==> src/xtea_pkg.sv <==
// xtea_pkg: shared types, constants and the round mix function for the
// XTEA block cipher pipeline. No dependencies.
`default_nettype none

package xtea_pkg;

   localparam int          XT_CYCLES    = 16;
   localparam int          KEY_COUNT    = 4;
   localparam int          CSR_AW       = 3;
   localparam logic [31:0] XT_DELTA_NEG = 32'h61C8_8647;
   localparam logic [31:0] XT_DELTA     = 32'h9E37_79B9;

   localparam logic [31:0] KEY0_RESET = 32'h03F6_07A9;
   localparam logic [31:0] KEY1_RESET = 32'h036F_5A3E;
   localparam logic [31:0] KEY2_RESET = 32'h0110_02B4;
   localparam logic [31:0] KEY3_RESET = 32'h04AB_00EA;

   localparam logic MODE_ENCRYPT = 1'b0;
   localparam logic MODE_DECRYPT = 1'b1;

   typedef logic [KEY_COUNT-1:0][31:0] key_set_type;

   // one word in flight between cells
   typedef struct packed {
      logic        valid;
      logic        mode;
      logic [31:0] sum;
      logic [31:0] v0;
      logic [31:0] v1;
   } stage_type;

   function automatic logic [31:0] xt_mix(input logic [31:0] v);
      xt_mix = ((v << 4) ^ (v >> 5)) + v;
   endfunction

endpackage

`default_nettype wire

==> src/xtea_cell.sv <==
// xtea_cell: one Feistel half-round stage, registered at its output.
// Depends on xtea_pkg.
`default_nettype none

module xtea_cell
   import xtea_pkg::*;
#(
   parameter bit ODD_STAGE = 1'b0
) (
   input  wire logic        clock,
   input  wire logic        reset,
   input  wire logic        advance,
   input  wire key_set_type keys,
   input  wire stage_type   stage_in,
   output stage_type        stage_out
);

   stage_type   stage_ff;
   stage_type   stage_in_w;
   logic        use_low;
   logic        upd_v1;
   logic [1:0]  key_idx;
   logic [31:0] src_word;
   logic [31:0] round_f;
   logic [31:0] sum_next;

   always_comb begin
      use_low  = (stage_in.mode == logic'(ODD_STAGE));
      upd_v1   = stage_in.mode ^ logic'(ODD_STAGE);
      key_idx  = use_low ? stage_in.sum[1:0] : stage_in.sum[12:11];
      src_word = upd_v1 ? stage_in.v0 : stage_in.v1;
      round_f  = xt_mix(src_word) ^ (stage_in.sum + keys[key_idx]);

      sum_next = stage_in.sum;
      if (!ODD_STAGE) begin
         sum_next = (stage_in.mode == MODE_DECRYPT) ? stage_in.sum + XT_DELTA_NEG
                                                    : stage_in.sum - XT_DELTA_NEG;
      end

      stage_in_w       = stage_in;
      stage_in_w.sum   = sum_next;
      if (upd_v1) begin
         stage_in_w.v1 = (stage_in.mode == MODE_DECRYPT) ? stage_in.v1 - round_f
                                                         : stage_in.v1 + round_f;
      end else begin
         stage_in_w.v0 = (stage_in.mode == MODE_DECRYPT) ? stage_in.v0 - round_f
                                                         : stage_in.v0 + round_f;
      end
   end

   always_ff @(posedge clock) begin
      if (reset) begin
         stage_ff.valid <= 1'b0;
      end else if (advance) begin
         stage_ff <= stage_in_w;
      end
   end

   assign stage_out = stage_ff;

endmodule

`default_nettype wire

==> config.mk <==
export PLATFORM = sky130hd
export DESIGN_NAME = xtea_cell
export DESIGN_NICKNAME = d
export VERILOG_FILES = /design/src/xtea_pkg.sv /design/src/xtea_cell.sv
export SDC_FILE = /design/constraint.sdc
export NUM_CORES = 1
export LEC_CHECK = 0
export BUFFER_PORTS_ARGS = -buffer_cell sky130_fd_sc_hd__buf_2
export CORE_ASPECT_RATIO = 0.9
export CORE_MARGIN = 1
export CORE_UTILIZATION = 35
export CTS_CLUSTER_DIAMETER = 200
export CTS_CLUSTER_SIZE = 20
export DETAILED_ROUTE_END_ITERATION = 12
export PLACE_DENSITY = 0.68
export SYNTH_ARGS = -nofsm -noshare
export SYNTH_HDL_FRONTEND = slang
export SYNTH_SLANG_ARGS = --single-unit
export TNS_END_PERCENT = 50
==> constraint.sdc <==
create_clock -name clock -period 9.45 [get_ports clock]
set_clock_uncertainty 0.1 [all_clocks]
set_input_delay 0.4725 -clock clock [delete_from_list [all_inputs] [get_ports clock]]
set_output_delay 0.4725 -clock clock [all_outputs]
set_load 0.01 [all_outputs]
==> results.ini, run 1 <==
[status]
run_status=completed

[critical_path]
crit_path_start_kind=input port
crit_required_ps=9490
critPathArrivalTime_ps=7590
critPathMostFrequentCell=o21ai_0
crit_path_top_delay_cell=mux2i_4
cp_max_fo=56
critical-path-max-stage-delay_ps=530
end_kind=flip-flop
critPathKind=input port to flip-flop

[placed_design]
dp_hpwl_um=34800
portBuffers=326
gp_congestion=0.923
dpl_cell_area_mm2=0.0149
pre_cts_ws_ps=1680
dp_cells=2171

[cts]
clk_pin_slew_worst_paths_ps=80
clockRootBuffer=clkbuf_16
htreeDepth=3
cts_tree=done
postCtsHoldBufs=0
clock_sinks=98
cts_resized=0
cts_buffers=9
insertion_delay_ps=380
postCtsSetupRepairBufs=0
clockBufferDepth=2

[timing]
period_needed_ps=7550
maxSlewHeadroom_pct=42.8
rsz0062_at_grt=no
fmax_mhz=133
worst_slack_ps=1900
drv_slew=0
tns_ps=0
fin_crit_sh_pct=79.9
finalSetupViolCount=0
worst_pin_slew_ps=858
hold_viol=0

[power_and_ir_drop]
p_leak_nw=7.05
power.density_mw_per_mm2=272
peakVddDrop_mv=0.104

[synth]
synth_compound_area_share_pct=23.7
synthCells=1396
synthXorXnorAreaFrac_pct=14.4
async_reset_ff_share_pct=0
yosysUniqueCellTypes=77
synth_edf_count=97
synth.yosys.seq_area_share_pct=23.1
synth_nets=1793
synthAdderAreaFrac_pct=16.8
synth_mux_area_share_pct=6.02
synth_top_family_by_area=compound AO/OA/AOI/OAI gates
synth_warnings=0
yosys.area_share.simple_pct=12.8
syn_avg_cell_area_um2=9.10
netlist_area_mm2=0.0127
ys.flop_type=edfxtp_1
ys_seq_elements=98

[floorplanning]
start_util_pct=35.9
ios=327
core_mm2=0.0354
die_y_um=183
die_area_mm2=0.0371
fp.dieW_um=203
rows=65

[layout]
finalInstanceArea_mm2=0.0152
ff_latch_area_mm2=0.00293
final_cell_mix=325 x buf_2, 163 x ha_1, 132 x xnor2_1
nFillCells=3516
multi_input_area_mm2=0.00939
fin_nets=2110
largest_register_ffs=98
final_cells=2191
drive_gt1_share_pct=24.0
syn2layout_area_growth_pct=19.8
mostFrequentLayoutCell=buf_2

[drt]
wl_um=41500
ant_nets=0
drt_iter0_drc=676
wire_per_inst_um=18.9
firstDrtPassIters=5
route.detailed.drc=0
vias=11700
vias_per_cell=5.35

[worst_hold_path]
hold_class=input port to flip-flop

[grt]
grt_pass1_wl_um=63200
overflow=0
grt_max_degree=57
antenna_found_initial=4
track_usage_pct=22.2
grt_pass1_vias=11400

[job]
cap_violations=0

where the power goes:
part | switching, mW | internal (mW)
logic | 1.76 | 1.33
registers | 0.0213 | 0.634
clock network | 0.203 | 0.189
final cells by class:
| class | count | share of cell area [%] |
|---|---|---|
| antenna | 4 | 0.0658 |
| clock inverter | 7 | 0.534 |
| inverter | 81 | 2.00 |
| tap | 469 | 3.86 |
| multi-input combinational | 1190 | 61.7 |
| clock buffer | 9 | 1.48 |
| sequential | 98 | 19.3 |
| timing repair buffer | 333 | 11.1 |
per-stage QoR:
step / utilization, % / hold slack [ps] / power (mW)
2_1_floorplan: - / 428 / 2.97
3_3_place_gp: 42.1 / 372 / 3.68
3_5_place_dp: 42.1 / 403 / 3.70
4_1_cts: 43.0 / 165 / 4.12
5_1_grt: 43.0 / 179 / 4.51
6_report: 43.0 / 185 / 4.14
final timing paths:
path	from	end	slack, ps	cells after the start
worst max-delay path	stage_in[96]	stage_out[31]$_DFFE_PP_	1900	29
worst min-delay path	reset	stage_out[97]$_SDFFE_PP0P_	190	2
worst max register to register	stage_out[97]$_SDFFE_PP0P_	stage_out[97]$_SDFFE_PP0P_	8760	2
worst min register to register	stage_out[97]$_SDFFE_PP0P_	stage_out[97]$_SDFFE_PP0P_	410	2
worst max-delay path: cells and delay by family:
family / cells / cell delay [ps]
xor+xnor: 4 / 840
compound gates: 14 / 3100
simple gates: 4 / 350
mux: 2 / 900
fa+ha+maj: 3 / 1010
buf+inv: 2 / 850
synth_stat cells, types with 11 or more instances:
| cell | instances | area, um2 |
|---|---|---|
| and3_1 | 14 | 87.6 |
| inv_1 | 81 | 304 |
| nand4_1 | 14 | 87.6 |
| ha_1 | 163 | 2040 |
| o21bai_1 | 16 | 120 |
| nor2_1 | 79 | 297 |
| xor2_1 | 71 | 622 |
| mux4_2 | 32 | 721 |
| clkbuf_1 | 20 | 75.1 |
| o21a_1 | 18 | 135 |
| o31ai_1 | 11 | 82.6 |
| edfxtp_1 | 97 | 2910 |
| nand2_1 | 105 | 394 |
| nor2b_1 | 35 | 219 |
| xnor2_1 | 132 | 1160 |
| nor3_1 | 12 | 60.1 |
| nand3_1 | 15 | 75.1 |
| nand2b_1 | 28 | 175 |
| a21o_1 | 90 | 676 |
| o21ai_0 | 97 | 485 |
| a21oi_1 | 117 | 586 |
logic make-up after synthesis:
| kind of cell | after synthesis |
|---|---|
| adder cells (fa/ha/maj) | 168 |
| XOR/XNOR | 205 |
| multiplexers | 36 |
| flip-flops | 98 |
| AND/OR/NAND/NOR | 335 |
| AO/OA/AOI/OAI | 446 |
| buffers and inverters | 108 |
routing by layer:
layer	up-vias	global-route usage (%)	part of all wire [%]	wire, um
met3	43	3.75	6.6	2730
li1	5812	-	-	-
met1	5432	33.2	50	20800
met2	440	32.7	42	17200
met4	2	5.41	1.6	678
met5	-	0	0.031	13
(Power assumes the default switching activity.)
==> run 2: changes to the inputs <==
--- a/config.mk
+++ b/config.mk
@@ -12,7 +12,7 @@
 export CTS_CLUSTER_DIAMETER = 200
 export CTS_CLUSTER_SIZE = 20
 export DETAILED_ROUTE_END_ITERATION = 12
-export PLACE_DENSITY = 0.68
+export PLACE_DENSITY = 0.7
 export SYNTH_ARGS = -nofsm -noshare
 export SYNTH_HDL_FRONTEND = slang
 export SYNTH_SLANG_ARGS = --single-unit
==> constraint.sdc (replaced) <==
create_clock -name clock -period 6.35 [get_ports clock]
set_clock_uncertainty 0.1 [all_clocks]
set_input_delay 0.3175 -clock clock [delete_from_list [all_inputs] [get_ports clock]]
set_output_delay 0.3175 -clock clock [all_outputs]
set_load 0.01 [all_outputs]
==> run 2 against run 1 <==
Net effect:
- register-to-register slack lost 3100 ps
- clock-buffer cell count unchanged
- non-clock buffer count up 198
- setup slack got worse by 1600 ps
- hold slack got worse by 150 ps
- first-iteration DRC count decreased by 5.3%
- sequential power rose by 49%
- core utilization rose by 4.4 points
- power is 69% higher
- final area increased by 10%
- largest cell class unchanged
==> results.ini, run 2 (same netlist as run 1, synthesis figures left out) <==
[power_and_ir_drop]
internal_power_mw=3.86  ; +79%
power.density_mw_per_mm2=417  ; +53%
p_sw_mw=3.14  ; +58%
sw_frac_of_total_pct=44.9  ; -3.1 points
power_frac_comb_pct=77.8  ; +3.1 points
pwr-share-seq_pct=13.9  ; -1.9 points
p_clk_share_pct=8.3  ; -1.2 points
p_leak_nw=8.03  ; +14%
finalPower_mw=6.99  ; +69%
peakVddDrop_mv=0.158  ; +52%

[floorplanning]
die_area_mm2=0.0371  ; unchanged
core_mm2=0.0354  ; unchanged
fp.dieW_um=203  ; unchanged
start_util_pct=35.9  ; unchanged
rows=65  ; unchanged
ios=327  ; unchanged
die_y_um=183  ; unchanged

[timing]
tns_ps=0  ; unchanged
period_needed_ps=6060
drv_slew=0  ; unchanged
worst_pin_slew_ps=694  ; -163 ps
finalSetupViolCount=0  ; unchanged
maxSlewHeadroom_pct=53.7  ; +11 points
fin_crit_sh_pct=95.4
rsz0062_at_grt=no
fmax_mhz=165
hold_viol=0  ; unchanged

[grt]
overflow=0  ; unchanged
antenna_found_initial=2  ; -2
grt_pass1_vias=12100  ; +6.7%
track_usage_pct=22.8  ; +0.66 points
grt_pass1_wl_um=65600  ; +3.8%
grt_max_degree=55  ; -3.5%

[placed_design]
dp_cells=2368  ; +9.1%
portBuffers=326  ; unchanged
gp_congestion=0.907  ; -1.8%
dp_hpwl_um=36400  ; +4.4%

[layout]
ff_latch_area_mm2=0.00293  ; unchanged
final_cell_mix=325 x buf_2, 203 x buf_4, 163 x ha_1
largest_register_ffs=98  ; unchanged
final_cells=2386  ; +8.9%
mostFrequentLayoutCell=buf_2
syn2layout_area_growth_pct=32.1
multi_input_area_mm2=0.00947  ; +0.81%
nFillCells=3448  ; -1.9%
drive_gt1_share_pct=32.4  ; +8.4 points
fin_nets=2308  ; +9.4%

[critical_path]
critical-path-max-stage-delay_ps=530  ; about the same
crit_path_start_kind=input port
reg2regPathDepth=2  ; unchanged
critPathKind=input port to flip-flop
critPathMostFrequentCell=a21o_1
timing.rr.start=stage_out[97]$_SDFFE_PP0P_
cp_max_fo=4  ; -93%
crit_path_top_delay_cell=mux4_2
rr_endpoint=stage_out[97]$_SDFFE_PP0P_
crit_required_ps=6400  ; -3090 ps
end_kind=flip-flop
critPathArrivalTime_ps=6110  ; -1480 ps
r2r_slack_ps=5670  ; -3090 ps

[cts]
clockBufferDepth=2  ; unchanged
clock_sinks=98  ; unchanged
clk_pin_slew_worst_paths_ps=80  ; about the same
htreeDepth=3  ; unchanged
clockRootBuffer=clkbuf_16
cts_tree=done
insertion_delay_ps=380  ; about the same
cts_buffers=9  ; unchanged

[drt]
wire_per_inst_um=17.7  ; -6.2%
vias=12300  ; +4.8%
drt_iter0_drc=640  ; -5.3%
vias_per_cell=5.15  ; -3.8%
firstDrtPassIters=5  ; unchanged
ant_nets=0  ; unchanged
route.detailed.drc=0  ; unchanged
wl_um=42300  ; +2.1%

[worst_hold_path]
min_to=stage_out[97]$_SDFFE_PP0P_
worstHoldStart=reset
worstHoldPathCells=2  ; unchanged
hold_class=input port to flip-flop

[status]
run_status=completed

[job]
cap_violations=0  ; unchanged

-- run 2: worst max path at each step --
stage / from / endpoint / slack (ps) / cells past startpoint
detailed placement: stage_in[96] / stage_out[63]$_DFFE_PP_ / -230 / 28
floorplan: stage_in[96] / stage_out[63]$_DFFE_PP_ / 90 / 28
CTS: stage_in[96] / stage_out[63]$_DFFE_PP_ / 200 / 28
global route: stage_in[96] / stage_out[63]$_DFFE_PP_ / 0.6 / 28
finish: stage_in[96] / stage_out[30]$_DFFE_PP_ / 290 / 30
global placement: stage_in[96] / stage_out[63]$_DFFE_PP_ / -90 / 28
-- run 2: area by class of cell --
class / count / area share (%)
timing repair buffer: 531 / 19.0
antenna: 1 / 0.0149
tap: 469 / 3.50
clock inverter: 7 / 0.395
clock buffer: 9 / 1.34
inverter: 81 / 1.81
sequential: 98 / 17.5
multi-input combinational: 1190 / 56.4
-- run 2: repair_timing --
item                                   CTS  global route
setup endpoints to repair                0             5
endpoints found under the hold margin    0             0
hold buffers                             0             0
buffers inserted                         0             1
resized for setup                        0            16
-- run 2: per-stage QoR --
stage / util (%) / instance area [um2] / hold slack, ps / setup slack, ps
6_report: 47.4 / 16800 / 36.3 / 290
4_1_cts: 47.2 / 16700 / 9.57 / 204
3_3_place_gp: 46.3 / 16400 / 374 / -87.1
2_1_floorplan: - / 12700 / 290 / 93.5
5_1_grt: 47.4 / 16800 / 20.5 / 0.568
3_5_place_dp: 46.3 / 16400 / 388 / -231
-- run 2: power groups by stage --
stage	Combinational (mW)	Clock, mW	Sequential, mW
6_report	5.44	0.579	0.973
5_1_grt	5.99	0.620	0.987
4_1_cts	5.34	0.603	0.976
3_5_place_dp	5.32	0	0.988
3_3_place_gp	5.26	0	0.988
2_1_floorplan	3.36	0	1.06
-- run 2: metal layers --
| layer | track usage, % | up-vias | share of wire, % |
|---|---|---|---|
| li1 | - | 6195 | - |
| met1 | 33.3 | 5697 | 50 |
| met2 | 35.3 | 364 | 43 |
| met3 | 3.00 | 33 | 5.3 |
| met4 | 5.83 | 2 | 1.4 |
| met5 | 0 | - | 0.031 |
-- run 2: critical path: cells and delay by family --
kind	cells	cell delay, ps
adders and majority gates	3	960
AOI/OAI and AO/OA	16	2620
xor gates and xnor gates	3	570
buffers and inverters	4	640
muxes	2	820
and+or+nand+nor	2	180
